## src/rtl/rc6_pkg.sv

```systemverilog
`timescale 1ns / 1ps
`default_nettype none
// ----------------------------------------------------------------------------
// rc6_pkg
// Shared types, constants and word helpers for the rc6 block cipher.
// ----------------------------------------------------------------------------
package rc6_pkg;

    localparam int WORD_W    = 32;
    localparam int HALF_W    = 64;
    localparam int CFG_IDX_W = 1;

    localparam logic [WORD_W-1:0] MAGIC_P = 32'hb7e15163;
    localparam logic [WORD_W-1:0] MAGIC_Q = 32'h9e3779b9;

    // configuration register indexes
    localparam logic [CFG_IDX_W-1:0] REG_KEY_LOW  = 1'b0;
    localparam logic [CFG_IDX_W-1:0] REG_KEY_HIGH = 1'b1;

    typedef struct packed {
        logic              cmd;
        logic [HALF_W-1:0] text_low;
        logic [HALF_W-1:0] text_high;
    } text_beat_t;

    typedef struct packed {
        logic [HALF_W-1:0] out_low;
        logic [HALF_W-1:0] out_high;
    } result_beat_t;

    // round unit operations
    typedef enum logic [2:0] {
        OP_HOLD      = 3'd0,
        OP_LOAD      = 3'd1,
        OP_WHITE_IN  = 3'd2,
        OP_MIX       = 3'd3,
        OP_ROUND     = 3'd4,
        OP_WHITE_OUT = 3'd5
    } rnd_op_t;

    typedef struct packed {
        rnd_op_t op;
        logic    decrypt;
        logic    last;
    } rnd_ctrl_t;

    typedef struct packed {
        logic init;
        logic step_a;
        logic step_b;
        logic first_pass;
    } key_ctrl_t;

    function automatic logic [WORD_W-1:0] rotl32(input logic [WORD_W-1:0] x,
                                                 input logic [4:0]        n);
        logic [2*WORD_W-1:0] w;
        w = {x, x} << n;
        return w[2*WORD_W-1:WORD_W];
    endfunction

    function automatic logic [WORD_W-1:0] rotr32(input logic [WORD_W-1:0] x,
                                                 input logic [4:0]        n);
        logic [2*WORD_W-1:0] w;
        w = {x, x} >> n;
        return w[WORD_W-1:0];
    endfunction

endpackage
`default_nettype wire

```

## src/rtl/rc6_key_unit.sv

```systemverilog
`timescale 1ns / 1ps
`default_nettype none
// ----------------------------------------------------------------------------
// rc6_key_unit
// Key schedule mixing step, split into a subkey half (step_a) and a key half (step_b).
// ----------------------------------------------------------------------------
module rc6_key_unit
    import rc6_pkg::*;
(
    input  logic              clk,
    input  logic              rst_n,
    input  key_ctrl_t         ctrl,
    input  logic [HALF_W-1:0] key_low,
    input  logic [HALF_W-1:0] key_high,
    input  logic [WORD_W-1:0] sk_rd,
    output logic [WORD_W-1:0] wr_data
);

    logic [WORD_W-1:0] sa_reg;
    logic [WORD_W-1:0] sb_reg;
    logic [WORD_W-1:0] init_reg;
    logic [WORD_W-1:0] kw_reg [4];
    logic [1:0]        kj_reg;

    logic [WORD_W-1:0] s_in;
    logic [WORD_W-1:0] a_new;
    logic [WORD_W-1:0] ab_sum;
    logic [WORD_W-1:0] b_new;

    always_comb
    begin
        // first pass over the table uses the arithmetic fill value
        s_in    = ctrl.first_pass ? init_reg : sk_rd;
        a_new   = rotl32(s_in + sa_reg + sb_reg, 5'd3);
        ab_sum  = sa_reg + sb_reg;
        b_new   = rotl32(kw_reg[kj_reg] + ab_sum, ab_sum[4:0]);
        wr_data = a_new;
    end

    always_ff @(posedge clk)
    begin
        if (ctrl.init)
        begin
            sa_reg    <= '0;
            sb_reg    <= '0;
            init_reg  <= MAGIC_P;
            kw_reg[0] <= key_low[WORD_W-1:0];
            kw_reg[1] <= key_low[HALF_W-1:WORD_W];
            kw_reg[2] <= key_high[WORD_W-1:0];
            kw_reg[3] <= key_high[HALF_W-1:WORD_W];
        end
        else if (ctrl.step_a)
        begin
            sa_reg   <= a_new;
            init_reg <= init_reg + MAGIC_Q;
        end
        else if (ctrl.step_b)
        begin
            sb_reg         <= b_new;
            kw_reg[kj_reg] <= b_new;
        end
    end

    always_ff @(posedge clk or negedge rst_n)
    begin
        if (!rst_n)
        begin
            kj_reg <= '0;
        end
        else if (ctrl.init)
        begin
            kj_reg <= '0;
        end
        else if (ctrl.step_b)
        begin
            kj_reg <= kj_reg + 2'd1;
        end
    end

endmodule
`default_nettype wire

```

## config.mk

```make
export PLATFORM = sky130hd
export DESIGN_NAME = rc6_key_unit
export DESIGN_NICKNAME = d
export VERILOG_FILES = /design/src/rtl/rc6_pkg.sv /design/src/rtl/rc6_key_unit.sv
export SDC_FILE = /design/constraint.sdc
export NUM_CORES = 1
export LEC_CHECK = 0
export BUFFER_PORTS_ARGS = -buffer_cell sky130_fd_sc_hd__buf_2
export CORE_UTILIZATION = 50
export DETAILED_ROUTE_END_ITERATION = 10
export PLACE_DENSITY = 0.8
export REMOVE_ABC_BUFFERS = 1
export SETUP_SLACK_MARGIN = 0.02
export SYNTH_ARGS = -nofsm -noshare
export SYNTH_HDL_FRONTEND = slang
export SYNTH_SLANG_ARGS = --single-unit
```

## constraint.sdc

```tcl
create_clock -name clk -period 7.4 [get_ports clk]
set_input_delay 1.11 -clock clk [delete_from_list [all_inputs] [get_ports clk]]
set_output_delay 1.11 -clock clk [all_outputs]
set_load 0.02 [all_outputs]
```

==> reports/metrics.yaml, run 1 <==
clocking:
  cts_tree: "done"
  htree_levels: 1
  clock_path_buffers: 3
  cts_buffers: 26
  cts_root_buffer: "clkbuf_16"
  clk_pin_slew_ns: 0.06
  clock-sinks: 226
  clk-insertion-delay-late_ns: 0.57
sta:
  min_period_over_period: 0.968
  final_max_slew_viol_count: 0
  worst_pin_slew_ns: 1.28
  worst_slack_ns: 0.239
  min_period_ns: 7.16
  finalClockSkew_ns: 0.0403
  finalHoldViolCount: 0
  setup_viol: 0
  slew_headroom: 0.142
  fmax_mhz: 140
yosys:
  synth.most_common_cell: "nand2_1"
  synth_area_leader_cell: "edfxtp_1"
  synth_area_leaders: "edfxtp_1 21%, dfxtp_1 10%, ha_1 6.2%, mux2_2 5.6%, mux4_2 5.0%"
  synth_top_family_by_area: "compound AO/OA/AOI/OAI gates"
  synth_compound_gate_area_share: 0.202
  ys_ff_latch: 226
  seq_area_frac_synth: 0.314
  synth-async-reset-ratio: 0.00885
  synth_edf_count: 128
  synth_cell_types: 84
  synth.area.mux_share: 0.148
  ys_top_cells_by_count: "213 x nand2_1, 156 x o21ai_0, 151 x nor2_1"
  avgSynthCellArea_um2: 9.25
  synthXorXnorAreaFrac: 0.0488
  yosys.area_share.simple: 0.157
  ys.flop_type: "edfxtp_1"
  syn_inst: 2002
  yosysTopAreaCellShare: 0.208
  yosysWarnings: 0
  synth-adder-area-share: 0.0989
  synth_area_mm2: 0.0185
route:
  wl_per_cell_um: 24.4
  totalWireLength_mm: 64.8
  dr.pass1.iters: 8
  avgViaCountPerCell: 6.56
  drcViolationCount: 0
  via_count: 17400
  drtIter0Drc: 1795
  final_antenna_net_count: 0
floorplanning:
  die_x_um: 194
  fp.dieH_um: 194
  initial_utilization: 0.507
  dieArea_mm2: 0.0378
  core_area_mm2: 0.0365
  rows: 70
  num_io_pins: 198
setup_path:
  crit_chain: "buf_2 -> mux2_2 -> fa_1 -> ha_1 -> a21o_1 -> a21oi_1 -> o21ai_0 -> a2111oi_0 -> a21oi_1 -> o41ai_1 -> o31ai_1 -> o21ai_0 -> a21boi_0 -> nor2_1 -> xnor2_1 -> buf_2"
  slowest_delay_ns: 0.76
  start_kind: "input pin"
  crit_slowest_cell: "a2111oi_0"
  cp_num_buf_inv: 2
  end_kind: "output pin"
  cpLargestDelayFamily: "compound AO/OA/AOI/OAI gates"
  cp_max_fo: 9
  worstReg2RegStart: "sa_reg[0]"
  crit_type: "in -> out"
  crit_path_start: "ctrl[0]"
  required_ns: 6.29
  cp.arrival_ns: 6.05
flow_run:
  cap_violations: 0
place:
  place_ws_ns: 0.235
  routabilityCongestion: 0.987
  dp.cells: 2609
  dpl-instance-area_mm2: 0.0201
  portBuffers: 197
  dpl.hpwl_mm: 49.2
grt:
  grt_pass1_vias: 16700
  antenna_found_initial: 1
  grt_pass1_wl_mm: 98.2
  grt_max_degree: 62
  overflow: 0
  grt.total_usage: 0.337
finish:
  nets: 2461
  largest_register_ffs: 128
  fin_cells: 2658
  final_util: 0.578
  area.growth.synth_to_final_pct: 14.1
  drive_gt1_frac: 0.213
  finalInstanceArea_mm2: 0.0211
status:
  outcome: "completed"
min_path:
  hold_path.class: "in -> async"
-- cell usage in the layout (no fill, tap or decap), types with 23 or more instances in the layout --
cell type,Yosys,routed
a211oi_1,24,23
a21oi_1,130,130
fa_1,34,34
mux2_2,92,92
nand3_1,43,43
nand2_1,213,212
a21o_1,47,47
ha_1,92,91
inv_1,29,29
mux4_2,41,41
nor2_1,151,150
dfxtp_1,96,96
o21ai_0,156,155
nand4_1,25,25
edfxtp_1,128,128
clkbuf_16,0,27
xor2_1,39,38
mux2i_1,69,67
buf_4,0,56
nor3_1,47,45
xnor2_1,61,59
buf_2,2,197
-- layout make-up --
class	count	area [um2]
diodes	2	5.00
clock buffers	31	691
clock inverters	16	258
fillers	3158	15400
inverters	36	135
multi-input cells	1625	12200
flip-flops and latches	226	5820
well taps	468	586
repair buffers	254	1420
-- what timing repair did --
item	in CTS	in global routing
setup endpoints to repair	0	155
resized for setup	0	11
setup buffers	0	0
hold buffers	0	0
-- worst reg2reg max path: stages (launching register included) --
cell	delay [ns]
dfxtp_1	0.32
ha_1	0.24
fa_1	0.44
a21o_1	0.19
a21oi_1	0.37
o21ai_0	0.27
a211oi_2	0.33
o21ai_0	0.17
a21oi_1	0.27
o21ai_0	0.25
a311oi_2	0.47
xnor2_1	0.23
ha_1	0.32
a21oi_1	0.23
o21ai_1	0.21
a2111oi_1	0.50
nor3_1	0.15
a41o_1	0.33
a211oi_1	0.39
nor4_1	0.16
o21a_1	0.20
a221oi_1	0.42
buf_4	0.25
o21ai_0	0.13
-- stage by stage --
| stage | setup TNS [ns] | hold WS, ns |
|---|---|---|
| final | 0 | 0.354 |
| after global routing | -0.00589 | 0.345 |
| after CTS | 0 | 0.343 |
| after detailed placement | 0 | 0.468 |
| after global placement | 0 | 0.456 |
| after floorplan | -69.51 | 0.439 |
-- cell families after synthesis --
logic type | Yosys count
AO/OA/AOI/OAI | 570
XOR/XNOR | 101
adder cells (fa/ha/maj) | 126
AND/OR/NAND/NOR | 620
buffers and inverters | 151
flip-flops | 226
multiplexers | 208
-- path summary, 6_finish.rpt --
path	end	slack, ns	depth (start not counted)
setup / recovery	wr_data[1]	0.24	16
hold / removal	kj_reg[1]	0.35	1
setup reg to reg	kw_reg[0][1]	0.25	23
hold reg to reg	sb_reg[0]	0.48	2
max in group asynchronous	kj_reg[0]	6.94	1
min in group clk	sb_reg[0]	0.48	2
-- metal layers --
metal  global-route usage  share of wire  vias up
li1                     -              -     7943
met1                0.458           0.41     8326
met2                0.535           0.45      986
met3               0.0455          0.089      182
met4                0.149          0.050        0
met5                    0              0        -
Power of run 1 is left out: the tool's default activity adds up to more than one toggle a clock period on the data nets, which glitch-free logic cannot reach.
==> run 2, diff against run 1 <==
CORE_ASPECT_RATIO = 0.7   (was unset)
clock period = 8 ns   (was 7.4 ns; I/O delays follow)
==> run 2 against run 1 <==
Non-clock buffer count is 12 lower. Critical endpoint unchanged. Utilization is 0.054 points lower. Die area hardly changed.
==> reports/metrics.yaml, run 2 (synthesis gave the netlist of run 1 again) <==
route:
  drcViolationCount: 0  # unchanged
  final_antenna_net_count: 0  # unchanged
  via_count: 17500  # was 17400
  wl_per_cell_um: 24.7  # was 24.4 um
  totalWireLength_mm: 65.7  # was 64.8 mm
  drtIter0Drc: 2032  # was 1795
  avgViaCountPerCell: 6.61  # was 6.56
  dr.pass1.iters: 6  # was 8
finish:
  area.growth.synth_to_final_pct: 13.0  # was 14.1%
  largest_register_ffs: 128  # unchanged
  final_common_cell: "nand2_1"  # unchanged
  nets: 2447  # was 2461
  drive_gt1_frac: 0.207  # was 0.213
  final_cell_mix: "213 x nand2_1, 197 x buf_2, 155 x o21ai_0"  # was 212 x nand2_1, 197 x buf_2, 155 x o21ai_0
  num-fill-cells: 3128  # was 3158
clocking:
  clock-sinks: 226  # unchanged
  clock_path_buffers: 3  # unchanged
  htree_levels: 1  # unchanged
  cts_root_buffer: "clkbuf_16"  # unchanged
  cts_tree: "done"  # unchanged
  cts_buffers: 24  # was 26
  clk_pin_slew_ns: 0.06  # about the same
  clk-insertion-delay-late_ns: 0.56  # was 0.57 ns
floorplanning:
  rows: 58  # was 70
  initial_utilization: 0.511  # was 0.507
  num_io_pins: 198  # unchanged
  die_x_um: 232  # was 194 um
  fp.dieH_um: 163  # was 194 um
  dieArea_mm2: 0.0378  # about the same
  core_area_mm2: 0.0362  # was 0.0365 mm2
setup_path:
  required_ns: 6.80  # was 6.29 ns
  reg2reg_to: "kw_reg[3][13]"  # was kw_reg[0][1]
  start_kind: "input pin"  # unchanged
  worstReg2RegStart: "sa_reg[0]"  # unchanged
  reg2reg_depth: 22  # was 23
  end_kind: "output pin"  # unchanged
  cp.arrival_ns: 6.41  # was 6.05 ns
  cp_max_fo: 13  # was 9
  reg2reg_setup_slack_ns: 0.45  # was 0.25 ns
  crit_type: "in -> out"  # unchanged
grt:
  antenna_found_initial: 3  # was 1
  grt_max_degree: 63  # was 62
  grt_pass1_vias: 16500  # was 16700
  grt_pass1_wl_mm: 99.0  # was 98.2 mm
  grt_use_met2: 0.502  # was 0.535
  grtUsageMet3: 0.0874  # was 0.0455
  grt.total_usage: 0.345  # was 0.337
  overflow: 0  # unchanged
  grtUsageMet1: 0.502  # was 0.458
  grt_busiest_layer: "met2"  # unchanged
sta:
  finalHoldViolCount: 0  # unchanged
  worst_slack_ns: 0.391  # was 0.239 ns
  slew_headroom: 0.320  # was 0.142
  finalClockSkew_ns: 0.0350  # was 0.0403 ns
  rsz0062_at_grt: "false"
  worst_pin_slew_ns: 1.01  # was 1.28 ns
  final_max_slew_viol_count: 0  # unchanged
  setup_viol: 0  # unchanged
  fmax_mhz: 131
  min_period_over_period: 0.951
  min_period_ns: 7.61
place:
  dpl.hpwl_mm: 50.0  # was 49.2 mm
  routabilityCongestion: 1.01  # was 0.987
  portBuffers: 197  # unchanged
  place_ws_ns: 0.405  # was 0.235 ns
min_path:
  hold_path.class: "in -> async"  # unchanged
flow_run:
  cap_violations: 0  # unchanged
status:
  outcome: "completed"  # unchanged
run 2: cell types whose count changed in the layout (fill, tap and decap cells not counted), moves of 2 or more:
cell,change
clkinv_1,-3
bufinv_16,-2
nor4_1,-2
nor4_2,+2
a2111oi_0,+2
clkbuf_1,+2
clkbuf_16,-2
buf_4,-11
a2111oi_1,-2
clkinv_2,+2
run 2: worst max-delay path: stages:
cell,delay [ns]
buf_2,0.30
mux2_2,0.39
fa_1,0.47
ha_1,0.29
a21o_1,0.18
a21oi_1,0.27
o21ai_0,0.22
a2111oi_0,0.79
a21oi_1,0.28
o41ai_1,0.82
o31ai_1,0.31
o21ai_0,0.24
a21boi_0,0.16
nor2_1,0.15
xnor2_1,0.13
buf_2,0.18
run 2: stage by stage:
stage	instances	setup TNS, ns	utilization	hold slack, ns	instance area, um2
finish	2654	0	0.578	0.438	20900
global route	2653	0	0.578	0.428	20900
CTS	2653	0	0.577	0.431	20900
detailed placement	2609	0	0.554	0.466	20100
global placement	2609	0	0.554	0.462	20100
floorplan	1887	-1.79	-	0.439	18100
run 2: routing by layer:
layer / wire length (um) / vias up
li1: - / 7892
met1: 27700 / 8369
met2: 27100 / 1144
met3: 8590 / 142
met4: 2240 / 0
met5: 0 / -
run 2: layout make-up:
class / count / area (um2) / area share
Sequential cell: 226 / 5820 / 0.278
Clock buffer: 31 / 648 / 0.0310
Timing Repair Buffer: 242 / 1320 / 0.0633
Multi-Input combinational cell: 1625 / 12200 / 0.583
Inverter: 36 / 135 / 0.00646
Tap cell: 480 / 601 / 0.0287
Antenna cell: 1 / 2.50 / 0.000120
Clock inverter: 13 / 199 / 0.00951
run 2: worst max-delay path by stage:
stage	endpoint	start	depth (start not counted)
floorplan	kw_reg[0][26]	sa_reg[1]	17
global placement	kw_reg[0][17]	sa_reg[0]	22
detailed placement	kw_reg[0][17]	sa_reg[0]	22
CTS	kw_reg[0][17]	sa_reg[0]	22
global route	kw_reg[0][20]	sa_reg[0]	23
finish	wr_data[1]	ctrl[0]	16
run 2: repair_timing:
item / 4_1_cts / 5_1_grt
resized for setup: 0 / 6
endpoints found under the setup margin: 0 / 44
buffers inserted: 0 / 0
hold buffers: 0 / 0
Power of run 2 is left out for the same reason.
